==> src/hw/rtl/assert_macros.svh <==
// assertion helpers for the rtl, compiled out with ASSERT_OFF
`ifndef ASSERT_MACROS_SVH
`define ASSERT_MACROS_SVH
`ifndef ASSERT_OFF
// implication checked at every clock edge outside reset
`define ASSERT_IMPL(label, clk, rst, ante, cons) \
  label: assert property (@(posedge clk) disable iff (rst) (ante) |-> (cons)) \
    else $error("implication assertion failed");
// next-cycle implication checked outside reset
`define ASSERT_NEXT(label, clk, rst, ante, cons) \
  label: assert property (@(posedge clk) disable iff (rst) (ante) |=> (cons)) \
    else $error("next-cycle assertion failed");
// invariant checked at every clock edge outside reset
`define ASSERT_ALWAYS(label, clk, rst, cond) \
  label: assert property (@(posedge clk) disable iff (rst) (cond)) \
    else $error("invariant assertion failed");
`else
`define ASSERT_IMPL(label, clk, rst, ante, cons)
`define ASSERT_NEXT(label, clk, rst, ante, cons)
`define ASSERT_ALWAYS(label, clk, rst, cond)
`endif
`endif

==> src/hw/rtl/pia_pkg.sv <==
package pia_pkg;

  // sizes
  localparam int FREE_DEPTH = 64;
  localparam int ID_WIDTH   = 31;
  localparam int NFP_W      = ID_WIDTH + 1;
  localparam int CNT_W      = $clog2(FREE_DEPTH + 1);
  localparam int ADDR_W     = (FREE_DEPTH > 1) ? $clog2(FREE_DEPTH) : 1;

  // first page number past the id space
  localparam logic [NFP_W-1:0] ID_LIMIT = NFP_W'(1) << ID_WIDTH;

  // request opcodes
  typedef enum logic [1:0] {
    OP_ALLOC = 2'd0,
    OP_FREE  = 2'd1,
    OP_QUERY = 2'd2
  } op_t;

  // response status codes
  typedef enum logic [2:0] {
    ST_OK           = 3'd0,
    ST_BAD_ID       = 3'd1,
    ST_ALREADY_FREE = 3'd2,
    ST_FULL         = 3'd3,
    ST_EXHAUSTED    = 3'd4
  } status_t;

  // sequencer states
  typedef enum logic [1:0] {
    S_IDLE,
    S_POP,
    S_SCAN,
    S_DONE
  } state_t;

  // commands from the sequencer to the free stack
  typedef struct packed {
    logic                scan_start;
    logic                pop;
    logic                push;
    logic [ID_WIDTH-1:0] page;
  } stk_cmd_t;

  // status from the free stack to the sequencer
  typedef struct packed {
    logic                scan_done;
    logic                found;
    logic                pop_done;
    logic [ID_WIDTH-1:0] pop_page;
    logic                empty;
    logic                full;
    logic [CNT_W-1:0]    count;
  } stk_stat_t;

endpackage

==> src/hw/rtl/pia_if.sv <==
// request channel
interface pia_req_if;
  logic                         valid;
  logic                         ready;
  logic [1:0]                   op;
  logic [pia_pkg::ID_WIDTH-1:0] page_number;

  modport source (output valid, output op, output page_number, input ready);
  modport sink (input valid, input op, input page_number, output ready);
endinterface

// response channel
interface pia_rsp_if;
  logic                         valid;
  logic                         ready;
  logic [pia_pkg::ID_WIDTH-1:0] given_page;
  logic                         is_allocated;
  logic [2:0]                   status;

  modport source (output valid, output given_page, output is_allocated, output status,
                  input ready);
  modport sink (input valid, input given_page, input is_allocated, input status,
                output ready);
endinterface

// configuration write channel
interface pia_cfg_if;
  logic                         valid;
  logic                         ready;
  logic [pia_pkg::ID_WIDTH-1:0] reserved_page;

  modport source (output valid, output reserved_page, input ready);
  modport sink (input valid, input reserved_page, output ready);
endinterface

==> src/hw/rtl/pia_free_stack.sv <==
module pia_free_stack (
  input  logic               clk,
  input  logic               rst,
  input  pia_pkg::stk_cmd_t  cmd,
  output pia_pkg::stk_stat_t stat
);

  logic [pia_pkg::ID_WIDTH-1:0] mem [pia_pkg::FREE_DEPTH];
  logic [pia_pkg::CNT_W-1:0]    count;
  logic [pia_pkg::CNT_W-1:0]    idx;
  logic [pia_pkg::CNT_W-1:0]    top_idx;
  logic                         scanning;
  logic                         rd_pend;
  logic                         pop_pend;
  logic                         found;
  logic [pia_pkg::ID_WIDTH-1:0] key;
  logic [pia_pkg::ID_WIDTH-1:0] rdata;
  logic                         scan_rd;
  logic                         scan_done;
  logic                         rd_en;
  logic [pia_pkg::ADDR_W-1:0]   rd_addr;

  // read port steering: pop reads the top, scan walks from the bottom
  assign top_idx   = count - pia_pkg::CNT_W'(1);
  assign scan_rd   = scanning && (idx != count);
  assign scan_done = scanning && (idx == count) && !rd_pend;
  assign rd_en     = cmd.pop | scan_rd;
  assign rd_addr   = cmd.pop ? top_idx[pia_pkg::ADDR_W-1:0] : idx[pia_pkg::ADDR_W-1:0];

  // stack memory write port
  always_ff @(posedge clk) begin
    if (cmd.push) begin
      mem[count[pia_pkg::ADDR_W-1:0]] <= cmd.page;
    end
  end

  // stack memory registered read port
  always_ff @(posedge clk) begin
    if (rd_en) begin
      rdata <= mem[rd_addr];
    end
  end

  // fill count and scan control
  always_ff @(posedge clk) begin
    if (rst) begin
      count    <= '0;
      scanning <= 1'b0;
      rd_pend  <= 1'b0;
      pop_pend <= 1'b0;
    end else begin
      pop_pend <= cmd.pop;
      rd_pend  <= scan_rd;
      if (cmd.pop) begin
        count <= top_idx;
      end else if (cmd.push) begin
        count <= count + pia_pkg::CNT_W'(1);
      end
      if (cmd.scan_start) begin
        scanning <= 1'b1;
      end else if (scan_done) begin
        scanning <= 1'b0;
      end
    end
  end

  // shared compare unit, one entry per cycle
  always_ff @(posedge clk) begin
    if (cmd.scan_start) begin
      idx   <= '0;
      found <= 1'b0;
      key   <= cmd.page;
    end else begin
      if (scan_rd) begin
        idx <= idx + pia_pkg::CNT_W'(1);
      end
      if (rd_pend && (rdata == key)) begin
        found <= 1'b1;
      end
    end
  end

  // status back to the sequencer
  always_comb begin
    stat.scan_done = scan_done;
    stat.found     = found;
    stat.pop_done  = pop_pend;
    stat.pop_page  = rdata;
    stat.empty     = (count == '0);
    stat.full      = (count == pia_pkg::CNT_W'(pia_pkg::FREE_DEPTH));
    stat.count     = count;
  end

endmodule

==> src/hw/rtl/page_id_allocator.sv <==
// page number allocator with a lifo free stack
// req channel: op (allocate, free, query) and page_number; one request at a
// time, req.ready is low from acceptance until the response is staged.
// rsp channel: given_page, is_allocated and status, one response per request.
// cfg channel: reserved_page write, always ready; write only while idle.
// allocate from the stack pops the top entry and stages the page read back;
// allocate from the fresh counter and rejected requests are staged directly.
// free and query of a live page scan the stack through one compare unit,
// one entry per cycle, over up to 64 entries at a full stack.
// the response sits in an output register; a stalled receiver holds it
// there, and a finished request waits until that register is free before
// the next request is taken.
// reset (rst, synchronous) empties the stack, sets the fresh counter to 1
// and the reserved page to 0; stack entries themselves are not cleared.
// once the counter runs past the id space it saturates and allocate from the
// fresh counter returns status ids exhausted.
`include "assert_macros.svh"

module page_id_allocator (
  input  logic           clk,
  input  logic           rst,
  pia_req_if.sink        req,
  pia_rsp_if.source      rsp,
  pia_cfg_if.sink        cfg
);

  pia_pkg::state_t              state;
  pia_pkg::state_t              state_next;
  pia_pkg::stk_cmd_t            cmd;
  pia_pkg::stk_stat_t           stat;

  logic [pia_pkg::ID_WIDTH-1:0] reserved_page;
  logic [pia_pkg::NFP_W-1:0]    next_fresh_page;
  logic [1:0]                   op_q;
  logic [pia_pkg::ID_WIDTH-1:0] page_q;
  logic [pia_pkg::ID_WIDTH-1:0] res_given;
  logic                         res_alloc;
  logic [2:0]                   res_status;
  logic                         rsp_valid;
  logic [pia_pkg::ID_WIDTH-1:0] rsp_given;
  logic                         rsp_alloc;
  logic [2:0]                   rsp_status;

  logic                         accept;
  logic                         load_out;
  logic [pia_pkg::NFP_W-1:0]    page_ext;
  logic                         page_ge;
  logic                         page_res;
  logic                         free_bad;
  logic                         res_hit;
  logic [pia_pkg::NFP_W-1:0]    cand;
  logic [pia_pkg::NFP_W-1:0]    cand_next;
  logic                         exhausted;
  logic [pia_pkg::ID_WIDTH-1:0] acc_given;
  logic                         acc_alloc;
  logic [2:0]                   acc_status;

  pia_free_stack u_stack (
    .clk  (clk),
    .rst  (rst),
    .cmd  (cmd),
    .stat (stat)
  );

  // request checks against the counter and the reserved page
  assign page_ext  = {1'b0, req.page_number};
  assign page_ge   = page_ext >= next_fresh_page;
  assign page_res  = req.page_number == reserved_page;
  assign free_bad  = page_res || page_ge;
  assign res_hit   = next_fresh_page == {1'b0, reserved_page};
  assign cand      = res_hit ? next_fresh_page + pia_pkg::NFP_W'(1) : next_fresh_page;
  assign cand_next = res_hit ? next_fresh_page + pia_pkg::NFP_W'(2)
                             : next_fresh_page + pia_pkg::NFP_W'(1);
  assign exhausted = cand >= pia_pkg::ID_LIMIT;

  // configuration port
  assign cfg.ready = 1'b1;

  always_ff @(posedge clk) begin
    if (rst) begin
      reserved_page <= '0;
    end else if (cfg.valid) begin
      reserved_page <= cfg.reserved_page;
    end
  end

  // next state
  always_comb begin
    state_next = state;
    unique case (state)
      pia_pkg::S_IDLE: begin
        if (req.valid) begin
          case (req.op)
            pia_pkg::OP_ALLOC: state_next = stat.empty ? pia_pkg::S_DONE : pia_pkg::S_POP;
            pia_pkg::OP_FREE:  state_next = free_bad ? pia_pkg::S_DONE : pia_pkg::S_SCAN;
            pia_pkg::OP_QUERY: begin
              state_next = (page_ge || page_res) ? pia_pkg::S_DONE : pia_pkg::S_SCAN;
            end
            default:           state_next = pia_pkg::S_DONE;
          endcase
        end
      end
      pia_pkg::S_POP: begin
        if (stat.pop_done) state_next = pia_pkg::S_DONE;
      end
      pia_pkg::S_SCAN: begin
        if (stat.scan_done) state_next = pia_pkg::S_DONE;
      end
      pia_pkg::S_DONE: begin
        if (!rsp_valid || rsp.ready) state_next = pia_pkg::S_IDLE;
      end
      default: state_next = pia_pkg::S_IDLE;
    endcase
  end

  always_ff @(posedge clk) begin
    if (rst) begin
      state <= pia_pkg::S_IDLE;
    end else begin
      state <= state_next;
    end
  end

  // sequencer outputs
  always_comb begin
    req.ready      = (state == pia_pkg::S_IDLE);
    accept         = req.ready && req.valid;
    load_out       = (state == pia_pkg::S_DONE) && (!rsp_valid || rsp.ready);
    cmd.pop        = accept && (req.op == pia_pkg::OP_ALLOC) && !stat.empty;
    cmd.scan_start = accept && (((req.op == pia_pkg::OP_FREE) && !free_bad) ||
                                ((req.op == pia_pkg::OP_QUERY) && !page_ge && !page_res));
    cmd.push       = (state == pia_pkg::S_SCAN) && stat.scan_done &&
                     (op_q == pia_pkg::OP_FREE) && !stat.found && !stat.full;
    cmd.page       = (state == pia_pkg::S_IDLE) ? req.page_number : page_q;
  end

  // fresh page counter, saturating at the end of the id space
  always_ff @(posedge clk) begin
    if (rst) begin
      next_fresh_page <= pia_pkg::NFP_W'(1);
    end else if (accept && (req.op == pia_pkg::OP_ALLOC) && stat.empty) begin
      next_fresh_page <= exhausted ? pia_pkg::ID_LIMIT : cand_next;
    end
  end

  // result known at acceptance
  always_comb begin
    acc_given  = '0;
    acc_alloc  = 1'b0;
    acc_status = pia_pkg::ST_OK;
    case (req.op)
      pia_pkg::OP_ALLOC: begin
        if (stat.empty) begin
          if (exhausted) begin
            acc_status = pia_pkg::ST_EXHAUSTED;
          end else begin
            acc_given = cand[pia_pkg::ID_WIDTH-1:0];
          end
        end
      end
      pia_pkg::OP_FREE: begin
        if (free_bad) acc_status = pia_pkg::ST_BAD_ID;
      end
      pia_pkg::OP_QUERY: begin
        if (!page_ge && page_res) acc_alloc = 1'b1;
      end
      default: ;
    endcase
  end

  // request capture and result assembly
  always_ff @(posedge clk) begin
    if (accept) begin
      op_q       <= req.op;
      page_q     <= req.page_number;
      res_given  <= acc_given;
      res_alloc  <= acc_alloc;
      res_status <= acc_status;
    end else if ((state == pia_pkg::S_POP) && stat.pop_done) begin
      res_given <= stat.pop_page;
    end else if ((state == pia_pkg::S_SCAN) && stat.scan_done) begin
      if (op_q == pia_pkg::OP_FREE) begin
        if (stat.found) begin
          res_status <= pia_pkg::ST_ALREADY_FREE;
        end else if (stat.full) begin
          res_status <= pia_pkg::ST_FULL;
        end
      end else begin
        res_alloc <= !stat.found;
      end
    end
  end

  // response output register
  always_ff @(posedge clk) begin
    if (rst) begin
      rsp_valid <= 1'b0;
    end else if (load_out) begin
      rsp_valid <= 1'b1;
    end else if (rsp.ready) begin
      rsp_valid <= 1'b0;
    end
  end

  always_ff @(posedge clk) begin
    if (load_out) begin
      rsp_given  <= res_given;
      rsp_alloc  <= res_alloc;
      rsp_status <= res_status;
    end
  end

  assign rsp.valid        = rsp_valid;
  assign rsp.given_page   = rsp_given;
  assign rsp.is_allocated = rsp_alloc;
  assign rsp.status       = rsp_status;

  // checks
  `ASSERT_IMPL(a_exhausted_no_page, clk, rst, rsp.valid && (rsp.status == pia_pkg::ST_EXHAUSTED), rsp.given_page == '0)
  `ASSERT_ALWAYS(a_counter_saturates, clk, rst, next_fresh_page <= pia_pkg::ID_LIMIT)
  `ASSERT_ALWAYS(a_stack_bounded, clk, rst, stat.count <= pia_pkg::CNT_W'(pia_pkg::FREE_DEPTH))
  `ASSERT_NEXT(a_one_at_a_time, clk, rst, req.valid && req.ready, !req.ready)

endmodule
==> src/flat_wrapper.sv <==
// flat-port wrapper written by rule: the top's interface ports become plain ports
module page_id_allocator_flat 
  (clk, rst, req_valid, req_op, req_page_number, req_ready, rsp_valid, rsp_given_page, rsp_is_allocated, rsp_status, rsp_ready, cfg_valid, cfg_reserved_page, cfg_ready);
  pia_req_if req_i ();
  pia_rsp_if rsp_i ();
  pia_cfg_if cfg_i ();
  input  logic clk;
  input  logic rst;
  input wire logic [$bits(req_i.valid)-1:0] req_valid;
  input wire logic [$bits(req_i.op)-1:0] req_op;
  input wire logic [$bits(req_i.page_number)-1:0] req_page_number;
  output wire logic [$bits(req_i.ready)-1:0] req_ready;
  output wire logic [$bits(rsp_i.valid)-1:0] rsp_valid;
  output wire logic [$bits(rsp_i.given_page)-1:0] rsp_given_page;
  output wire logic [$bits(rsp_i.is_allocated)-1:0] rsp_is_allocated;
  output wire logic [$bits(rsp_i.status)-1:0] rsp_status;
  input wire logic [$bits(rsp_i.ready)-1:0] rsp_ready;
  input wire logic [$bits(cfg_i.valid)-1:0] cfg_valid;
  input wire logic [$bits(cfg_i.reserved_page)-1:0] cfg_reserved_page;
  output wire logic [$bits(cfg_i.ready)-1:0] cfg_ready;
  assign req_i.valid = req_valid;
  assign req_i.op = req_op;
  assign req_i.page_number = req_page_number;
  assign req_ready = req_i.ready;
  assign rsp_valid = rsp_i.valid;
  assign rsp_given_page = rsp_i.given_page;
  assign rsp_is_allocated = rsp_i.is_allocated;
  assign rsp_status = rsp_i.status;
  assign rsp_i.ready = rsp_ready;
  assign cfg_i.valid = cfg_valid;
  assign cfg_i.reserved_page = cfg_reserved_page;
  assign cfg_ready = cfg_i.ready;
  page_id_allocator u_core (.clk(clk), .rst(rst), .req(req_i), .rsp(rsp_i), .cfg(cfg_i));
endmodule
==> config.mk <==
export PLATFORM = sky130hd
export DESIGN_NAME = page_id_allocator_flat
export DESIGN_NICKNAME = d
export VERILOG_FILES = /design/src/hw/rtl/pia_pkg.sv /design/src/hw/rtl/pia_if.sv /design/src/hw/rtl/pia_free_stack.sv /design/src/hw/rtl/page_id_allocator.sv /design/src/flat_wrapper.sv
export VERILOG_INCLUDE_DIRS = /design/src /design/src/hw/rtl
export SDC_FILE = /design/constraint.sdc
export NUM_CORES = 2
export LEC_CHECK = 0
export BUFFER_PORTS_ARGS = -buffer_cell sky130_fd_sc_hd__buf_2
export CORE_UTILIZATION = 60
export DETAILED_ROUTE_END_ITERATION = 6
export PLACE_DENSITY = 0.83
export SYNTH_ARGS = -nofsm -noshare
export SYNTH_HDL_FRONTEND = slang
export SYNTH_SLANG_ARGS = --single-unit
==> constraint.sdc <==
create_clock -name clk -period 6.9 [get_ports clk]
set_input_delay 0.345 -clock clk [delete_from_list [all_inputs] [get_ports clk]]
set_output_delay 0.345 -clock clk [all_outputs]
set_load 0.05 [all_outputs]
# Yosys cells after proc, flatten, opt, wreduce, memory -nomap -nowiden
# Memories as Yosys holds them, arrays and structs flattened. A register that Yosys moved wholly into a read port is not among the register bits.
# Index checks and enable logic that the tools add are counted.
dict set report word_totals {
  mem_bits_rw 1984
  register_bits 218
  mem_count 1
  output_inout_bits 38
}
# name depth width read_ports rd_ports_with_merged_regs write_ports line
set memory_table {}
lappend memory_table {u_core.u_stack.mem 64 31 1 1 1 pia_free_stack.sv:8} ;# logic [pia_pkg::ID_WIDTH-1:0] mem [pia_pkg::FREE_DEPTH];
dict set report classes {
  order_cmp 2
  addsub 5
  reduce_logical 44
  eq_ne 18
  bitwise 1
  n_mux 42
}
# operator count
set ops {}
lappend ops {{two-way mux 31 bit} 6}
lappend ops {{two-way mux 32 bit} 3}
lappend ops {{equality test 31 bit} 2}
lappend ops {{adder 32 x 1 -> 32 bit (second input constant)} 1}
lappend ops {{adder 32 x 2 -> 32 bit (second input constant)} 1}
lappend ops {{equality test 32 x 31 -> 1 bit} 1}
lappend ops {{greater-or-equal comparator 31 x 32 -> 1 bit} 1}
lappend ops {{greater-or-equal comparator 32 bit (second input constant)} 1}
lappend ops {{two-way mux 3 bit} 8}
lappend ops {{logical AND 1 bit} 19}
lappend ops {{adder 7 x 1 -> 7 bit (second input constant)} 2}
lappend ops {{two-way mux 1 bit} 14}
lappend ops {{two-way mux 7 bit} 2}
lappend ops {{nonzero test 2 bit} 6}
lappend ops {{two-way mux 2 bit} 5}
lappend ops {{logical NOT 1 bit} 8}
lappend ops {{one-hot mux 2 bit (4 select lines)} 1}
lappend ops {{AND reduction 4 bit} 2}
lappend ops {{equality test 7 bit} 1}
lappend ops {{equality test 7 bit (second input constant)} 1}
lappend ops {{logical NOT 7 bit} 1}
lappend ops {{!= test 7 bit} 1}
lappend ops {{subtractor 7 x 1 -> 7 bit (second input constant)} 1}
lappend ops {{equality test 2 x 1 -> 1 bit (second input constant)} 3}
lappend ops {{other kinds (12)} 21}

# Logic depth before layout (Yosys ltp)
dict set report logic_depth {
  ltp_word 9
  mapped_depth 14
}

# By module
# A second synthesis with hierarchy kept.
dict set report hier_totals {
  hier_cells 6900
  area_unflattened_um2 93088.0
}
# mod area_each_um2 n_inst cells_per_inst
set modules_own_cells {}
lappend modules_own_cells {pia_free_stack 83974.3 1 6042}
lappend modules_own_cells {page_id_allocator 9113.7 1 858}

# Worst setup path after synthesis
# Ideal clock, no wire load.
dict set report synth_path {
  kind {flip-flop to flip-flop}
  start {register u_core.state[0]}
  end {register u_core.u_stack.key[0] (netlist name), enable pin}
  path_stages_with_launch 8
  t_arrival_ps 4895
  setup_slack_ps 1525
  setup_time_ps 479
  path_buffers 1
  cell_sequence {dfxtp_1 -> inv_1 -> ha_1 -> buf_2 -> nand2_1 -> inv_1 -> o21ai_0 -> nor3_1}
}
# item line
set synth_lines {}
lappend synth_lines {{start, declared} page_id_allocator.sv:27} ;# pia_pkg::state_t state;
lappend synth_lines {{start signal, assigned} page_id_allocator.sv:118} ;# state <= pia_pkg::S_IDLE;
lappend synth_lines {{start signal, assigned} page_id_allocator.sv:120} ;# state <= state_next;
lappend synth_lines {{end signal, assigned} pia_free_stack.sv:72} ;# key <= cmd.page;
lappend synth_lines {{end, declared} pia_free_stack.sv:16} ;# logic [pia_pkg::ID_WIDTH-1:0] key;

# Worst setup path after layout
dict set report layout_path {
  start {register u_core.u_stack.count[0] (netlist name)}
  end {register u_core.u_stack.rdata[5] (netlist name) (read register of u_core.u_stack.mem), data pin}
}
dict set report layout_via {
  elab_chain_cells 4
}
# item line
set layout_rtl {}
lappend layout_rtl {{start, declared} pia_free_stack.sv:9} ;# logic [pia_pkg::CNT_W-1:0] count;
lappend layout_rtl {{start signal, assigned} pia_free_stack.sv:55} ;# count <= top_idx;
lappend layout_rtl {{start signal, assigned} pia_free_stack.sv:57} ;# count <= count + pia_pkg::CNT_W'(1);
lappend layout_rtl {{parallel branches: the longest is 4 deep, another holds subtractor 7 x 1 -> 7 bit} n/a}
lappend layout_rtl {{end, declared} pia_free_stack.sv:17} ;# logic [pia_pkg::ID_WIDTH-1:0] rdata;
# Parallel ways; which one is timed is not known.
# A chain may end at the register's enable or synchronous reset.

==> out/qor.yml <==
setup_path:
  crit_family: "compound AO/OA/AOI/OAI gates"
  cp.arrival_ns: 6.34
  critical_path.startpoint: "u_core.u_stack.count[0]"
  worstPathMaxFanout: 31
  crit_path_frequent_cell: "buf_4"
  cp-start-kind: "flip-flop"
  slowest_stage: "mux2i_4"
  worstSetupPathType: "flip-flop to flip-flop"
  crit_buf_inv: 4
  rr_startpoint: "u_core.u_stack.count[0]"
  max_stage_delay_ns: 0.99
  endpoint_kind: "flip-flop"
  crit_chain: "inv_1 -> ha_1 -> nor2b_1 -> a21oi_2 -> buf_4 -> mux2i_4 -> buf_12 -> buf_4 -> nand2_1 -> a32o_1 -> a221oi_1 -> o22ai_1 -> nor4_1"
  required_ns: 7.56
synth:
  synth_area_per_cell_um2: 16.6
  synth_flop_cell: "edfxtp_1"
  async_flop_share_pct: 0
  synthTopCellsByArea: "edfxtp_1 73%, mux2i_1 8.8%, a32o_1 2.8%"
  netlist_instances: 5311
  synth_edf_count: 2149
  synth_top_area_share_pct: 73.1
  ys_seq_area_share_pct: 75.0
  synth.cell_area_mm2: 0.0883
  yosysTopAreaCell: "edfxtp_1"
  yosysWarnings: 0
  syn_nets: 5426
  ys_seq_elements: 2233
  yosysUniqueCellTypes: 58
clocking:
  cts_sinks: 2233
  htreeDepth: 4
  numCtsBuffers: 206
  clk_path_buf_depth: 3
  clock_latency_ns: 0.87
  cts_resized: 0
  cts_tree: "built"
  clockRootBuffer: "clkbuf_16"
  path_clk_slew_ns: 0.07
finish:
  num-fill-cells: 8834
  fin_cells: 7590
  layout_commonest_cell: "edfxtp_1"
  finalNetCount: 5622
  multi_input_area_mm2: 0.0209
  area_delta_synth_final_pct: 11.9
  final_cell_mix: "2149 x edfxtp_1, 780 x mux2i_1, 554 x nand2_1"
  register_area_mm2: 0.0662
  drive_gt1_share_pct: 11.4
power:
  combPwrFrac_pct: 26.7
  power_leakage_nw: 34.5
  p_sw_mw: 12.3
  internal_power_mw: 25.9
  p_seq_share_pct: 43.6
  pwr_density_cell_mw_per_mm2: 386
  power.total_mw: 38.1
  clockPowerShare_pct: 29.8
  switching_share_pct: 32.2
  max-vdd-ir-drop_mv: 0.334
routing:
  drtIter0Drc: 8477
  vias: 52328
  drt_wl_total_um: 242000
  routedWlPerCell_um: 31.9
  postRouteAntennaNets: 0
  drc: 2
  dr.pass1.iters: 7
  vias_per_cell: 6.89
timing:
  skew_ns: 0.0422
  final-max-slew-violation-count: 0
  hold_viol_final: 0
  layout_min_cycle_time_ns: 5.68
  tightest_slew_ns: 1.36
  fmax_mhz: 176
  setup_tns_ns: 0
  rsz0062_at_grt: "false"
  setup_violations: 0
  fin_crit_sh_pct: 82.3
  slew-limit-headroom_pct: 9.45
hold_path:
  hp-start: "rst"
  hp-class: "input port to flip-flop"
floorplan:
  ioPinCount: 107
  initial_core_util_pct: 60.5
  coreArea_mm2: 0.146
  die_w_um: 386
  row_count: 140
  die_h_um: 386
  die_area_mm2: 0.149
place:
  dpl.hpwl_um: 134000
  dp_cells: 7151
  gp_congestion: 0.942
  port-buffer-count: 105
global_route:
  grt_pass1_wl_um: 345000
  grt_max_degree: 107
  grt_pass1_vias: 50953
  grt_antenna_before_repair: 10
  grtUsageTotal_pct: 32.3
  grt_overflow: 0
status:
  violations: "design-rule violations"
  status: "complete, but fails checks"
run:
  max_cap_viol_count: 0
worst register-to-register path, delay by kind of cell (launching register included):
family	cells	cell delay [ns]
AO/OA/AOI/OAI	4	1.70
AND/OR/NAND/NOR	3	0.63
flip-flops	1	0.55
buffers and inverters	4	1.37
multiplexers	1	0.99
adder cells (fa/ha/maj)	1	0.25
metrics by stage:
step / area, µm² / worst slack [ns] / utilization, % / hold WS [ns]
floorplan: 88300 / 1.53 / - / 0.400
finish: 98900 / 1.22 / 67.8 / 0.166
detailed placement: 91600 / 1.39 / 62.8 / 0.405
global placement: 91600 / 1.41 / 62.8 / 0.404
CTS: 98900 / 1.31 / 67.8 / 0.104
global route: 98900 / 1.06 / 67.8 / 0.169
per-layer routing:
metal	routed length [µm]	vias to the layer above	track usage [%]
met5	105	-	0
met4	15800	14	18.8
met3	32300	733	8.48
met2	111000	4155	49.8
met1	83200	25997	41.7
li1	-	21429	-
cell families (layout without fill, tap and decap cells):
logic type / Yosys count / in the layout / synth area share, %
other: 1 / 3 / 0.00425
AOI/OAI and AO/OA: 750 / 750 / 7.03
xor gates and xnor gates: 161 / 161 / 1.60
muxes: 814 / 814 / 9.29
DFF: 2233 / 2233 / 75.0
and+or+nand+nor: 926 / 926 / 4.46
buffers and inverters: 380 / 740 / 2.02
adders and majority gates: 46 / 46 / 0.652
layout make-up:
cell class                 count  share of cell area [%]
antenna                        2                 0.00506
sequential                  2233                    67.0
timing repair buffer         317                    2.56
multi-input combinational   2698                    21.1
tap                         1917                    2.43
clock buffer                 256                    5.49
inverter                      51                   0.194
clock inverter               116                    1.22
power groups by stage:
stage                     Combinational, mW  Sequential, mW  Clock [mW]
after floorplan                        6.02            16.9           0
after global placement                 9.47            16.9           0
after detailed placement               9.76            16.9           0
after CTS                              9.89            16.6        11.3
after global routing                   10.4            16.6        11.8
final                                  10.2            16.6        11.3
flip-flops by register name, indices dropped and copies added (netlist names), 2 cells and up:
signal / flops
u_core.u_stack.idx: 7
u_core.res_given: 31
u_core.u_stack.mem: 1984
u_core.next_fresh_page: 32
u_core.reserved_page: 31
u_core.u_stack.count: 7
u_core.u_stack.key: 31
u_core.op_q: 2
u_core.state: 2
u_core.rsp.status: 3
u_core.u_stack.rdata: 31
u_core.res_status: 3
u_core.page_q: 31
u_core.rsp.given_page: 31
path summary, 6_finish.rpt:
kind	endpoint	cells past startpoint	slack, ns
worst max-delay path	u_core.u_stack.rdata[5]	13	1.22
worst min-delay path	u_core.reserved_page[1]	2	0.17
worst max register to register	u_core.u_stack.rdata[5]	13	1.22
worst min register to register	u_core.rsp.given_page[10]	0	0.42
what timing repair did:
action / in CTS / in global routing
hold endpoints to repair: 65 / 0
endpoints found under the setup margin: 0 / 0
buffers inserted: 0 / 0
hold buffers: 65 / 0
synthesized netlist by cell type, types with 2 or more instances:
cell type  count
edfxtp_1    2149
mux2i_1      780
nand2_1      557
a32o_1       250
a221oi_1     249
clkbuf_1     187
nor2_1       170
o22ai_1      126
xnor2_1      107
dfxtp_1       84
buf_2         64
xor2_1        54
nor4_1        53
o21ai_0       52
inv_1         51
ha_1          46
buf_4         40
nand3_1       39
nand4_1       34
mux2_2        32
a21oi_1       30
buf_1         19
nor3_1        19
or3_1         16
buf_6         15
a21o_1        14
nand2b_1       9
nand3b_1       6
nor2b_1        6
and3_1         5
clkbuf_4       4
o211ai_1       4
a211oi_1       3
a31oi_1        3
o21ai_1        3
o31ai_1        3
and2_1         2
nor4b_1        2
o21a_1         2
o2bb2ai_1      2
or2_2          2
or3b_2         2
Note: power is estimated with default switching activity, not from simulation.
